--- src/rtl/core/fir_lp_pkg.sv ---
// ----------------------------------------------------------------------------
// fir_lp_pkg: shared constants and coefficient function for the low-pass FIR
// Holds the sample format, the symmetric 45-tap design and the helper that
// turns a design tap into a signed fixed-point coefficient at elaboration.
// ----------------------------------------------------------------------------
package fir_lp_pkg;

  // Sample format.
  localparam int SAMPLE_W   = 16;
  localparam int SAMPLE_MAX = 32767;
  localparam int SAMPLE_MIN = -32768;

  // Number of taps in the original design and in its stored half.
  localparam int DESIGN_TAPS = 45;
  localparam int HALF_TAPS   = 23;

  // Design taps are held exactly in units of 1e-10.
  localparam longint COEF_SCALE = 64'sd10000000000;
  localparam longint COEF_HALF  = 64'sd5000000000;

  // First half of the symmetric design, taps 0 to 22.
  localparam longint HALF_DESIGN [HALF_TAPS] = '{
    -64'sd18390000,   -64'sd26570000,   -64'sd1437,       64'sd31540000,
    64'sd25950000,    -64'sd41590000,   -64'sd154000000,  -64'sd250700000,
    -64'sd254700000,  -64'sd117900000,  64'sd139200000,   64'sd420600000,
    64'sd588800000,   64'sd530700000,   64'sd222500000,   -64'sd241000000,
    -64'sd675400000,  -64'sd883100000,  -64'sd747500000,  -64'sd295600000,
    64'sd303000000,   64'sd805000000,   64'sd1000000000
  };

  // Coefficient of tap z with frac fraction bits, rounded to nearest with
  // ties away from zero. Taps outside the design are zero.
  function automatic longint tap_coef(input int z, input int frac);
    longint v;
    longint mag;
    longint q;
    int     idx;
    if ((z < 0) || (z >= DESIGN_TAPS)) begin
      return 64'sd0;
    end
    idx = (z < HALF_TAPS) ? z : (DESIGN_TAPS - 1 - z);
    v   = HALF_DESIGN[idx];
    mag = (v < 0) ? -v : v;
    q   = (mag * (64'sd1 <<< frac) + COEF_HALF) / COEF_SCALE;
    return (v < 0) ? -q : q;
  endfunction

endpackage

--- src/rtl/core/fir_lp_tap.sv ---
// ----------------------------------------------------------------------------
// fir_lp_tap: one cell of the transposed-form filter
// Multiplies the current sample by a fixed coefficient and adds the partial
// sum coming from the next cell; the result is held in this cell's register.
// ----------------------------------------------------------------------------
module fir_lp_tap #(
  parameter int                      COEF_W = 15,
  parameter int                      ACC_W  = 37,
  parameter logic signed [COEF_W-1:0] COEF  = '0
) (
  input  logic                                      clk,
  input  logic                                      rst_n,
  input  logic                                      en,
  input  logic                                      clr,
  input  logic signed [fir_lp_pkg::SAMPLE_W-1:0]    x,
  input  logic signed [ACC_W-1:0]                   p_in,
  output logic signed [ACC_W-1:0]                   p_out
);

  localparam int PROD_W = fir_lp_pkg::SAMPLE_W + COEF_W;

  logic signed [PROD_W-1:0] prod;
  logic signed [ACC_W-1:0]  p_r;
  logic signed [ACC_W-1:0]  p_nxt;

  // Constant multiply of the sample.
  assign prod = PROD_W'(x) * PROD_W'(COEF);

  // A block start drops everything older than the current sample.
  always_comb begin
    p_nxt = p_r;
    if (en) begin
      p_nxt = ACC_W'(prod) + (clr ? ACC_W'(0) : p_in);
    end
  end

  always_ff @(posedge clk) begin
    if (!rst_n) begin
      p_r <= '0;
    end else begin
      p_r <= p_nxt;
    end
  end

  assign p_out = p_r;

endmodule

--- config.mk ---
export PLATFORM = sky130hd
export DESIGN_NAME = fir_lp_tap
export DESIGN_NICKNAME = d
export VERILOG_FILES = /design/src/rtl/core/fir_lp_pkg.sv /design/src/rtl/core/fir_lp_tap.sv
export SDC_FILE = /design/constraint.sdc
export NUM_CORES = 1
export LEC_CHECK = 0
export BUFFER_PORTS_ARGS = -buffer_cell sky130_fd_sc_hd__buf_2
export CORE_MARGIN = 1.5
export CORE_UTILIZATION = 35
export DETAILED_ROUTE_END_ITERATION = 7
export PLACE_DENSITY = 0.7
export SETUP_SLACK_MARGIN = 0.15
export SYNTH_ARGS = -nofsm -noshare
export SYNTH_HDL_FRONTEND = slang
export SYNTH_SLANG_ARGS = --single-unit
export TNS_END_PERCENT = 5
--- constraint.sdc ---
create_clock -name clk -period 1.1 [get_ports clk]
set_clock_uncertainty 0.05 [all_clocks]
set_input_delay 0.22 -clock clk [delete_from_list [all_inputs] [get_ports clk]]
set_output_delay 0.22 -clock clk [all_outputs]
set_load 0.005 [all_outputs]
After elaboration in Yosys (flattened, before gate mapping)
Cells that the tools add are included.
Widths: inputs -> output; s select.
- muxes and demuxes: 1
- operator list (cell ; count):
    $mux 37 ; 1
- logic and storage cells: 2
- register bits: 37

Depth between registers and ports, before layout
- depth in word-level cells: 1
- gate-level depth with buffers: 4
- gate-level depth less buffers: 2

Least setup slack after synthesis
Ideal clock, no wire load.
- path type: input -> register
- from: input clr
- to: register p_r[34], in the netlist p_out[34]
- stages: 4
- setup time: 0.067 ns
- arrival time: 0.735 ns
- buffers on the path: 2
- setup slack: 0.248 ns
- cell sequence: nand2b_1 > buf_6 > buf_6 > o21ai_2
- cells in the longest elaborated chain, start to end: 1
- RTL lines (what ; RTL line ; source):
    start, declared ; fir_lp_tap.sv:14 ; input logic clr,
    $mux 37 ; fir_lp_tap.sv:33 ; p_nxt = ACC_W'(prod) + (clr ? ACC_W'(0) : p_in);
    end signal, assigned ; fir_lp_tap.sv:41 ; p_r <= p_nxt;
    end, declared ; fir_lp_tap.sv:23 ; logic signed [ACC_W-1:0] p_r;
No other way between the ends.
A chain may end at the register's enable or synchronous reset.

Worst setup path in the final report
- from: register p_r[7], in the netlist p_out[7]
- to: output p_out[7]
- RTL lines (what ; RTL line ; source):
    end, declared ; fir_lp_tap.sv:17 ; output logic signed [ACC_W-1:0] p_out
No word-level cell between the ends.

==> metrics <==
status complete, no violations; worst reg2reg setup slack 0.46 ns; htree depth 2; total power draw 2.71 mW; fin crit period 0.993 ns; Mapped Area 0.00155 mm^2; antenna violations before repair 0; number of global-route vias before repair 1172; global routing's busiest layer met2; hpwl dp 2320 um; Worst EP arrival 0.72 ns; top-level port count 94; Layout area overhead 37.1%; Critical Path Start Type flop; Fin. Hold Viols 0; Core ar. 0.00429 mm^2; FF-to-FF End p_out[0]; Synth Instances 165; top post-synthesis cells by count dfxtp_1, nand2_1, nand3b_1; Leak 0.987 nW; Crit Path Max Fanout 2; critical path cell sequence buf_2; Slew HR 87.0%; Placed Cells 285; utilization after layout 49.4%; average wire per cell in the routed design 11.4 um; CP top delay family flip-flops; CP max-delay cell dfxtp_2; fin. max-slew vios 0; latest clock arrival within the worst-skew pair 0.28 ns; number of synthesized register bits 37; Initial DRC Count 50; Clock Sinks 37; ANT nets after route 0; crit path buf inv count 1; met2 usage 21.4%; register area share after synthesis 47.9%; worst hold path class in -> reg; WP depth 1; Filler cells 427; GP Congestion 0.704; port bufs 77; Max Freq 1010 MHz; Die X 69.5 um; worst reg2reg path startpoint p_out[0]; FFs w/ async S/R, synth 0%; die area 0.00483 mm^2; met3 usage in global routing 7.12%; drt first pass iters 4; Avg Cell Area, Syn 9.38 um^2; Clk pin slew, worst setup/hold paths 0.07 ns; number of buffers created by CTS 5; Routed WL 3340 um; worst-margin pin slew 0.196 ns; slowest stage delay, CP 0.32 ns; grt ovf 0; number of synthesized flops with an enable pin 0; clk root buf clkbuf_8; PD cells 1280 mW/mm^2; synthesized net count 222; GRT Util Overall 13.9%; DRC viols 0; Worst Path Required 0.83 ns; # diodes 0; Cell Rows 24; Initial Util 36.0%; Post-synth top flop dfxtp_1; RSZ-0062 raised after global routing true; first-pass GRT wire length 5270 um; Synth top area share 47.9%; R2R cell count 2; Setup TNS 0 ns; number of flip-flops under the largest register name 37; Worst setup EP type primary output; Final period util 90.3%; # nets final 297; FF/Latch Area 777 um^2; Non-Filler Instances 292; Crit Path Class reg -> out; worst vdd ir 0.000466 V; largest net degree at the start of global routing 31; TritonCTS clock tree done; Multi-input gate area 693 um^2; vias per cell 4.70; via count 1371; layout cells sized above 1 58.8%; Synthesis Warnings 0; Die Y-Extent 69.5 um; MaxCap Viol Count 0; Crit. Startpoint p_out[7]; setup violators final 0; met1 Use GR 16.7%; Synth area leaders dfxtp_1, nand3b_1, o21ai_2, nand2_1, buf_6; CP endpoint p_out[7]; library cells used by synthesis 12; CTS max path bufs 2; Yosys top cell by area dfxtp_1
## routing by layer
metal,vias to the layer above,routed length [um]
met5,-,0
met4,0,48
met3,5,258
met2,46,1570
met1,612,1460
li1,708,-
## worst min-delay path by stage
stage / slack [ns] / from / depth (start not counted) / end
6_report: 0.11 / p_in[11] / 3 / p_out[11]
3_3_place_gp: 0.40 / p_out[35] / 2 / p_out[35]
2_1_floorplan: 0.30 / p_in[10] / 2 / p_out[10]
4_1_cts: 0.10 / p_in[7] / 3 / p_out[7]
3_5_place_dp: 0.41 / p_out[5] / 2 / p_out[5]
5_1_grt: 0.09 / p_in[7] / 3 / p_out[7]
## repair_timing
| item | CTS | global route |
|---|---|---|
| setup buffers | 0 | 0 |
| hold endpoints to repair | 0 | 0 |
| setup endpoints to repair | 37 | 37 |
| resized for setup | 18 | 13 |
| hold buffers | 0 | 0 |
| pin swaps | 0 | 0 |
## layout by cell type, fill, tap and decap left out, types with 2 or more instances in the layout
cell       n
buf_2     75
nand2_1   37
nand3b_1  37
dfxtp_2   29
o21ai_2   21
o21ai_1    9
dfxtp_1    8
o21ai_0    6
clkbuf_8   6
buf_12     4
buf_4      3
buf_6      2
## final cells by class
type,instances,share of cell area (%)
clock buffer,7,4.07
timing repair buffer,84,23.6
multi-input combinational,112,32.7
tap,52,3.07
sequential,37,36.6
## power by group
group | leakage [nW] | internal [mW] | switching, mW
Combinational | 0.628 | 0.182 | 0.171
Clock | 0.0443 | 0.497 | 0.434
Sequential | 0.315 | 1.40 | 0.0247
Total | 0.987 | 2.08 | 0.629
## kinds of logic (layout without fill, tap and decap cells)
logic type      after synthesis  after routing  synth area share, %
flops                        37             37                 47.9
compound gates               36             36                 16.7
buf+inv                      16             91                 7.52
simple gates                 76             76                 27.9
## per-stage QoR
| step | instance area (um^2) | hold WS (ns) | setup WS [ns] |
|---|---|---|---|
| 5_1_grt | 2120 | 0.0949 | 0.0499 |
| 2_1_floorplan | 1550 | 0.303 | 0.248 |
| 3_3_place_gp | 1990 | 0.404 | 0.129 |
| 6_report | 2120 | 0.109 | 0.107 |
| 3_5_place_dp | 1990 | 0.407 | 0.0558 |
| 4_1_cts | 2110 | 0.102 | 0.0996 |
No activity file was read; power rests on OpenSTA's default activity.
