`config.mk`:
```
export PLATFORM = sky130hd
export DESIGN_NAME = fir_lp_out
export DESIGN_NICKNAME = d
export VERILOG_FILES = /design/src/rtl/core/fir_lp_pkg.sv /design/src/rtl/core/fir_lp_out.sv
export SDC_FILE = /design/constraint.sdc
export NUM_CORES = 1
export LEC_CHECK = 0
export BUFFER_PORTS_ARGS = -buffer_cell sky130_fd_sc_hd__buf_2
export CORE_MARGIN = 2
export CORE_UTILIZATION = 30
export CTS_CLUSTER_DIAMETER = 120
export DETAILED_ROUTE_END_ITERATION = 16
export RECOVER_POWER = 100
export SLEW_MARGIN = 30
export SYNTH_ARGS = -nofsm -noshare
export SYNTH_HDL_FRONTEND = slang
export SYNTH_SLANG_ARGS = --single-unit
```
`constraint.sdc`:
```
create_clock -name clk -period 4.4 [get_ports clk]
set_input_delay 0.66 -clock clk [delete_from_list [all_inputs] [get_ports clk]]
set_output_delay 0.66 -clock clk [all_outputs]
set_load 0.02 [all_outputs]
```
`src/rtl/core/fir_lp_pkg.sv`:
```
// ----------------------------------------------------------------------------
// fir_lp_pkg: shared constants and coefficient function for the low-pass FIR
// Holds the sample format, the symmetric 45-tap design and the helper that
// turns a design tap into a signed fixed-point coefficient at elaboration.
// ----------------------------------------------------------------------------
package fir_lp_pkg;

  // Sample format.
  localparam int SAMPLE_W   = 16;
  localparam int SAMPLE_MAX = 32767;
  localparam int SAMPLE_MIN = -32768;

  // Number of taps in the original design and in its stored half.
  localparam int DESIGN_TAPS = 45;
  localparam int HALF_TAPS   = 23;

  // Design taps are held exactly in units of 1e-10.
  localparam longint COEF_SCALE = 64'sd10000000000;
  localparam longint COEF_HALF  = 64'sd5000000000;

  // First half of the symmetric design, taps 0 to 22.
  localparam longint HALF_DESIGN [HALF_TAPS] = '{
    -64'sd18390000,   -64'sd26570000,   -64'sd1437,       64'sd31540000,
    64'sd25950000,    -64'sd41590000,   -64'sd154000000,  -64'sd250700000,
    -64'sd254700000,  -64'sd117900000,  64'sd139200000,   64'sd420600000,
    64'sd588800000,   64'sd530700000,   64'sd222500000,   -64'sd241000000,
    -64'sd675400000,  -64'sd883100000,  -64'sd747500000,  -64'sd295600000,
    64'sd303000000,   64'sd805000000,   64'sd1000000000
  };

  // Coefficient of tap z with frac fraction bits, rounded to nearest with
  // ties away from zero. Taps outside the design are zero.
  function automatic longint tap_coef(input int z, input int frac);
    longint v;
    longint mag;
    longint q;
    int     idx;
    if ((z < 0) || (z >= DESIGN_TAPS)) begin
      return 64'sd0;
    end
    idx = (z < HALF_TAPS) ? z : (DESIGN_TAPS - 1 - z);
    v   = HALF_DESIGN[idx];
    mag = (v < 0) ? -v : v;
    q   = (mag * (64'sd1 <<< frac) + COEF_HALF) / COEF_SCALE;
    return (v < 0) ? -q : q;
  endfunction

endpackage

```
`src/rtl/core/fir_lp_out.sv`:
```
// ----------------------------------------------------------------------------
// fir_lp_out: output stage of the low-pass FIR
// Scales the full-precision sum down, truncating toward zero, saturates it
// to 16 bits and holds it in the result register for the receiver.
// ----------------------------------------------------------------------------
module fir_lp_out #(
  parameter int ACC_W     = 37,
  parameter int FRAC_BITS = 15
) (
  input  logic                                   clk,
  input  logic                                   rst_n,
  input  logic                                   acc_valid,
  output logic                                   acc_ready,
  input  logic signed [ACC_W-1:0]                acc,
  output logic                                   out_valid,
  input  logic                                   out_ready,
  output logic signed [fir_lp_pkg::SAMPLE_W-1:0] out_filtered
);

  localparam int QW = ACC_W - FRAC_BITS;

  logic signed [QW-1:0]                   quot;
  logic                                   rnd_up;
  logic signed [QW-1:0]                   quot_tz;
  logic signed [fir_lp_pkg::SAMPLE_W-1:0] sat;
  logic                                   valid_r;
  logic                                   valid_nxt;
  logic signed [fir_lp_pkg::SAMPLE_W-1:0] filtered_r;
  logic signed [fir_lp_pkg::SAMPLE_W-1:0] filtered_nxt;

  // Arithmetic shift floors; step up by one for a negative inexact sum.
  assign quot    = QW'(acc >>> FRAC_BITS);
  assign rnd_up  = acc[ACC_W-1] && (|acc[FRAC_BITS-1:0]);
  assign quot_tz = quot + QW'(rnd_up);

  // Clamp to the sample range.
  always_comb begin
    if (quot_tz > QW'(fir_lp_pkg::SAMPLE_MAX)) begin
      sat = fir_lp_pkg::SAMPLE_W'(fir_lp_pkg::SAMPLE_MAX);
    end else if (quot_tz < QW'(fir_lp_pkg::SAMPLE_MIN)) begin
      sat = fir_lp_pkg::SAMPLE_W'(fir_lp_pkg::SAMPLE_MIN);
    end else begin
      sat = quot_tz[fir_lp_pkg::SAMPLE_W-1:0];
    end
  end

  // The register takes a new sum whenever it is empty or being drained.
  assign acc_ready = !valid_r || out_ready;

  always_comb begin
    valid_nxt    = valid_r;
    filtered_nxt = filtered_r;
    if (acc_ready) begin
      valid_nxt = acc_valid;
      if (acc_valid) begin
        filtered_nxt = sat;
      end
    end
  end

  always_ff @(posedge clk) begin
    if (!rst_n) begin
      valid_r <= 1'b0;
    end else begin
      valid_r <= valid_nxt;
    end
  end

  always_ff @(posedge clk) begin
    filtered_r <= filtered_nxt;
  end

  assign out_valid    = valid_r;
  assign out_filtered = filtered_r;

endmodule

```
# Word level (Yosys, flattened, before mapping)
# Index checks and enable logic that the tools add are counted.
# classes
n_reduce_logical,5
order_cmp,2
muxes,1
add_sub_neg,1
# op_table
operator,n
$add 22x1->22,1
$gt 22x16->1 const B,1
$lt 22x16->1 const B,1
$mux 16,1
$reduce_or 15->1,1
$reduce_and 2->1,1
$logic_and 1x1->1,1
$logic_not 1->1,1
$logic_or 1x1->1,1
# totals
ff_bits,17
in_bits,41

# Logic depth before layout (Yosys ltp)
# logic_depth
ltp_word,5
ltp_mapped,11

# Worst setup path after synthesis
# No wires, ideal clock.
# synth_path
path_kind,in2reg
startpoint,in acc[6]
endpoint,"reg filtered_r (netlist bit out_filtered[5]), data pin"
cell_stages,11
setup_ns,0.262
path_slack_ns,1.439
n_path_buf,1
t_arrival_ns,2.699
path_cell_list,nor4_1 a41oi_1 ha_1 ha_1 nand4_1 nor4_1 xor2_1 or2_2 o31ai_4 buf_8 o211ai_2
# synth_between
elab_chain_len,5
# synth_lines
item,line_no,source
"start, declared",fir_lp_out.sv:14,"input logic signed [ACC_W-1:0] acc,"
$reduce_or 15->1 (*),fir_lp_out.sv:33,assign rnd_up = acc[ACC_W-1] && (|acc[FRAC_BITS-1:0]);
$logic_and 1x1->1 (*),fir_lp_out.sv:33,
$add 22x1->22 (*),fir_lp_out.sv:34,assign quot_tz = quot + QW'(rnd_up);
$lt 22x16->1,fir_lp_out.sv:40,end else if (quot_tz < QW'(fir_lp_pkg::SAMPLE_MIN)) begin
$mux 16,fir_lp_out.sv:40,
"end signal, assigned",fir_lp_out.sv:70,filtered_r <= filtered_nxt;
"end, declared",fir_lp_out.sv:28,logic signed [fir_lp_pkg::SAMPLE_W-1:0] filtered_r;
# Mark *: on every way between the ends. The rest lies on a longest branch, timed or not.
# A chain may end at the register's enable or synchronous reset.

# Worst setup path in the final report
# Ends and elaborated chain as after synthesis.

==> run summary <==
Share of Yosys cell area claimed by the top area cell type - 0.374
Y dimension of the die - 69.5 um
Area Growth Syn to Fin - 25.6%
Count of flip-flops with a built-in enable after synthesis - 16
Most used standard cells in the synthesized netlist - 16 x sky130_fd_sc_hd__edfxtp_1, 12 x sky130_fd_sc_hd__xor2_1, 10 x sky130_fd_sc_hd__nand2_1
Synthesized area divided by synthesized cell count - 10.6 um2
Standard cell core area - 4060 um2
Max H-tree Level - 1
Gpl congestion - 0.834
Maximum clock frequency - 0.281 GHz
DRC errors left - 0
Tmin final - 3.56 ns
Initial antenna violation count - 0
Quantity of I/O buffers inserted on ports - 58
Wire length reported by the detailed router - 2870 um
Number of buffer and inverter instances along the worst setup path - 1
Number of distinct library cells after synthesis - 37
Maximum clock path buffer count - 2
Number of fillers in the final layout - 426
Area used by sequential logic in the layout - 500 um2
Peak supply drop - 84.6 uV
Max_cap viols - 0
CTS tree - done
Number of buffers created by CTS - 3
Wire length of the first global-routing pass - 4800 um
TritonRoute pass-1 iters - 4
Via count of the first global-routing pass - 1,098
Combined area of the multi-input logic cells - 717 um2
Total global-route track usage - 0.122
Clock Sinks - 17
Pwr/cell area - 244 nW/um2
Routed length per instance - 12.5 um
Main area contributors after synthesis - sky130_fd_sc_hd__edfxtp_1 37%, sky130_fd_sc_hd__xor2_1 8.2%, sky130_fd_sc_hd__o21ai_2 6.1%, sky130_fd_sc_hd__nor4_1 3.9%, sky130_fd_sc_hd__xnor2_1 3.4%
Summed area of non-filler cells in the final layout - 1620 um2
Capturing element type of the critical path - register
Antenna diode instance count - 0
Static leakage - 0.597 nW
Hold Fails Final Rpt - 0
Fin Clk Skew - 0.000363 ns
Area leader, netlist - sky130_fd_sc_hd__edfxtp_1
Cell at the slowest stage of the critical path - sky130_fd_sc_hd__o31ai_2
Worst slew margin relative to its limit - 0.144
Critical path data arrival time - 3.51 ns
Maximum number of pins on one net before global-route repair - 17
Number of slew-limit violations in the final report - 0
Most frequent cell after synthesis - sky130_fd_sc_hd__edfxtp_1
Clock insertion delay at the later pin of the skew report - 0.24 ns
Horizontal die dimension - 69.5 um
Syn_nets - 164
Fin crit share - 0.810
Initial DRC Count - 93
Number of cell rows - 23
Share of cells above drive strength 1 - 0.372
Die area - 4830 um2
Crit Path Category - in2reg
Result of the run - finished clean
Post-Syn Area - 1290 um2
Summed negative setup slack over all endpoints - 0 ns
Post-CTS clock slew at the launch and capture registers of the worst setup and hold paths - 0.06 ns
Pwr Total - 0.000394 W
Share of async-settable or async-resettable flops after synthesis - 0
Data required time at the worst endpoint - 4.34 ns
Post-DR vias/cell - 4.81
#FFs+latches synth - 17
Sequential cell area fraction in the yosys report - 0.389
Net count of the finished layout - 224
Placed Instance Area - 1610 um2
Number of buffers added to fix hold violations after cts - 0
CP top delay family - compound AO/OA/AOI/OAI gates
Most used DFF post-synth - sky130_fd_sc_hd__edfxtp_1
Ports - 59
Max FO, Critical Path - 14
# Post-CTS Setup Buffers - 0
RSZ-0062 raised after global routing - no
Initial core utilization - 0.317
Count of synthesis-stage warnings from yosys - 0
Resized cells post-CTS - 0
Total global routing overflow - 0
Classification of the worst-slack hold path - reg2reg
Count of final setup violators - 0
Number of instances in the synthesized netlist - 121
Cell-by-cell listing of the critical path - buf_2 > nor4_1 > a41oi_1 > ha_1 > ha_1 > nand4_1 > nor4_1 > xor2_1 > or2_2 > o31ai_2 > o211ai_2
Maximum cell stage delay along the critical path - 1.01 ns
Root buffer cell - sky130_fd_sc_hd__clkbuf_8
Antenna Violating Nets Remaining - 0
Worst slew pin tran - 1.28 ns
Vias after detailed routing - 1,106
Element type at the critical path start - input port
Hpwl dp - 2440 um
layer usage:
metal / wire length, um / global-route usage / vias up
met5: 0 / 0 / -
met4: 59 / 0.0632 / 0
met3: 168 / 0.0203 / 6
met2: 1360 / 0.206 / 32
met1: 1280 / 0.147 / 493
li1: - / - / 575
registers in the layout, summed over array words and instances, names as in the netlist:
register / count
out_filtered: 16
out_valid: 1
worst paths after layout:
path,startpoint,endpoint,slack (ns),cells past startpoint
max reg2reg,out_valid,out_filtered[0],2.84,2
max,acc[6],out_filtered[5],0.84,11
min reg2reg,out_valid,out_valid,0.54,2
min,out_valid,out_valid,0.54,2
worst reg2reg max path, stage by stage (launching register included):
cell                       delay (ns)
sky130_fd_sc_hd__dfxtp_1         0.31
sky130_fd_sc_hd__nand2b_1        0.10
sky130_fd_sc_hd__and2_0          0.77
cell families after synthesis:
group,Yosys count,synth area share
adders and majority gates,2,0.0195
buffers and inverters,9,0.0408
xor gates and xnor gates,18,0.128
DFF,17,0.389
and+or+nand+nor,52,0.256
AOI/OAI and AO/OA,23,0.166
per-stage QoR:
step	utilization	worst slack [ns]	instances	hold WS (ns)
final	0.398	0.836	230	0.538
after global routing	0.398	0.553	230	0.566
after CTS	0.408	1.18	230	0.527
after detailed placement	0.397	0.914	226	0.527
after global placement	0.397	0.995	226	0.515
after floorplan	-	1.44	121	0.750
cell type report:
| type | instances | share of cell area |
|---|---|---|
| Sequential cell | 17 | 0.310 |
| Inverter | 6 | 0.0139 |
| Timing Repair Buffer | 58 | 0.166 |
| Clock buffer | 4 | 0.0279 |
| Tap cell | 50 | 0.0387 |
| Multi-Input combinational cell | 95 | 0.444 |
where the power goes:
part | total [W] | switching [W] | internal, W
registers | 0.000193 | 0.00000247 | 0.000190
logic | 0.0000911 | 0.0000568 | 0.0000342
clock network | 0.000111 | 0.0000466 | 0.0000641
total | 0.000394 | 0.000106 | 0.000288
cell usage in the layout (no fill, tap or decap), drive strengths merged:
master and count:
or3 1, nor4b 1, clkbuf 22, a21oi 5, and4 4, nor3 1, o21ai 10, buf 40
o31ai 1, or4 1, nand3 9, nand2b 3, o211a 1, nor2 4, and2 2, o211ai 2
ha 2, edfxtp 16, and3 1, a21boi 1, a41oi 1, inv 6, nor4 8, nand4 5
xor2 12, nand2 10, xnor2 6, o31a 2, or2 2, dfxtp 1
Note: power is estimated with default switching activity, not from simulation.
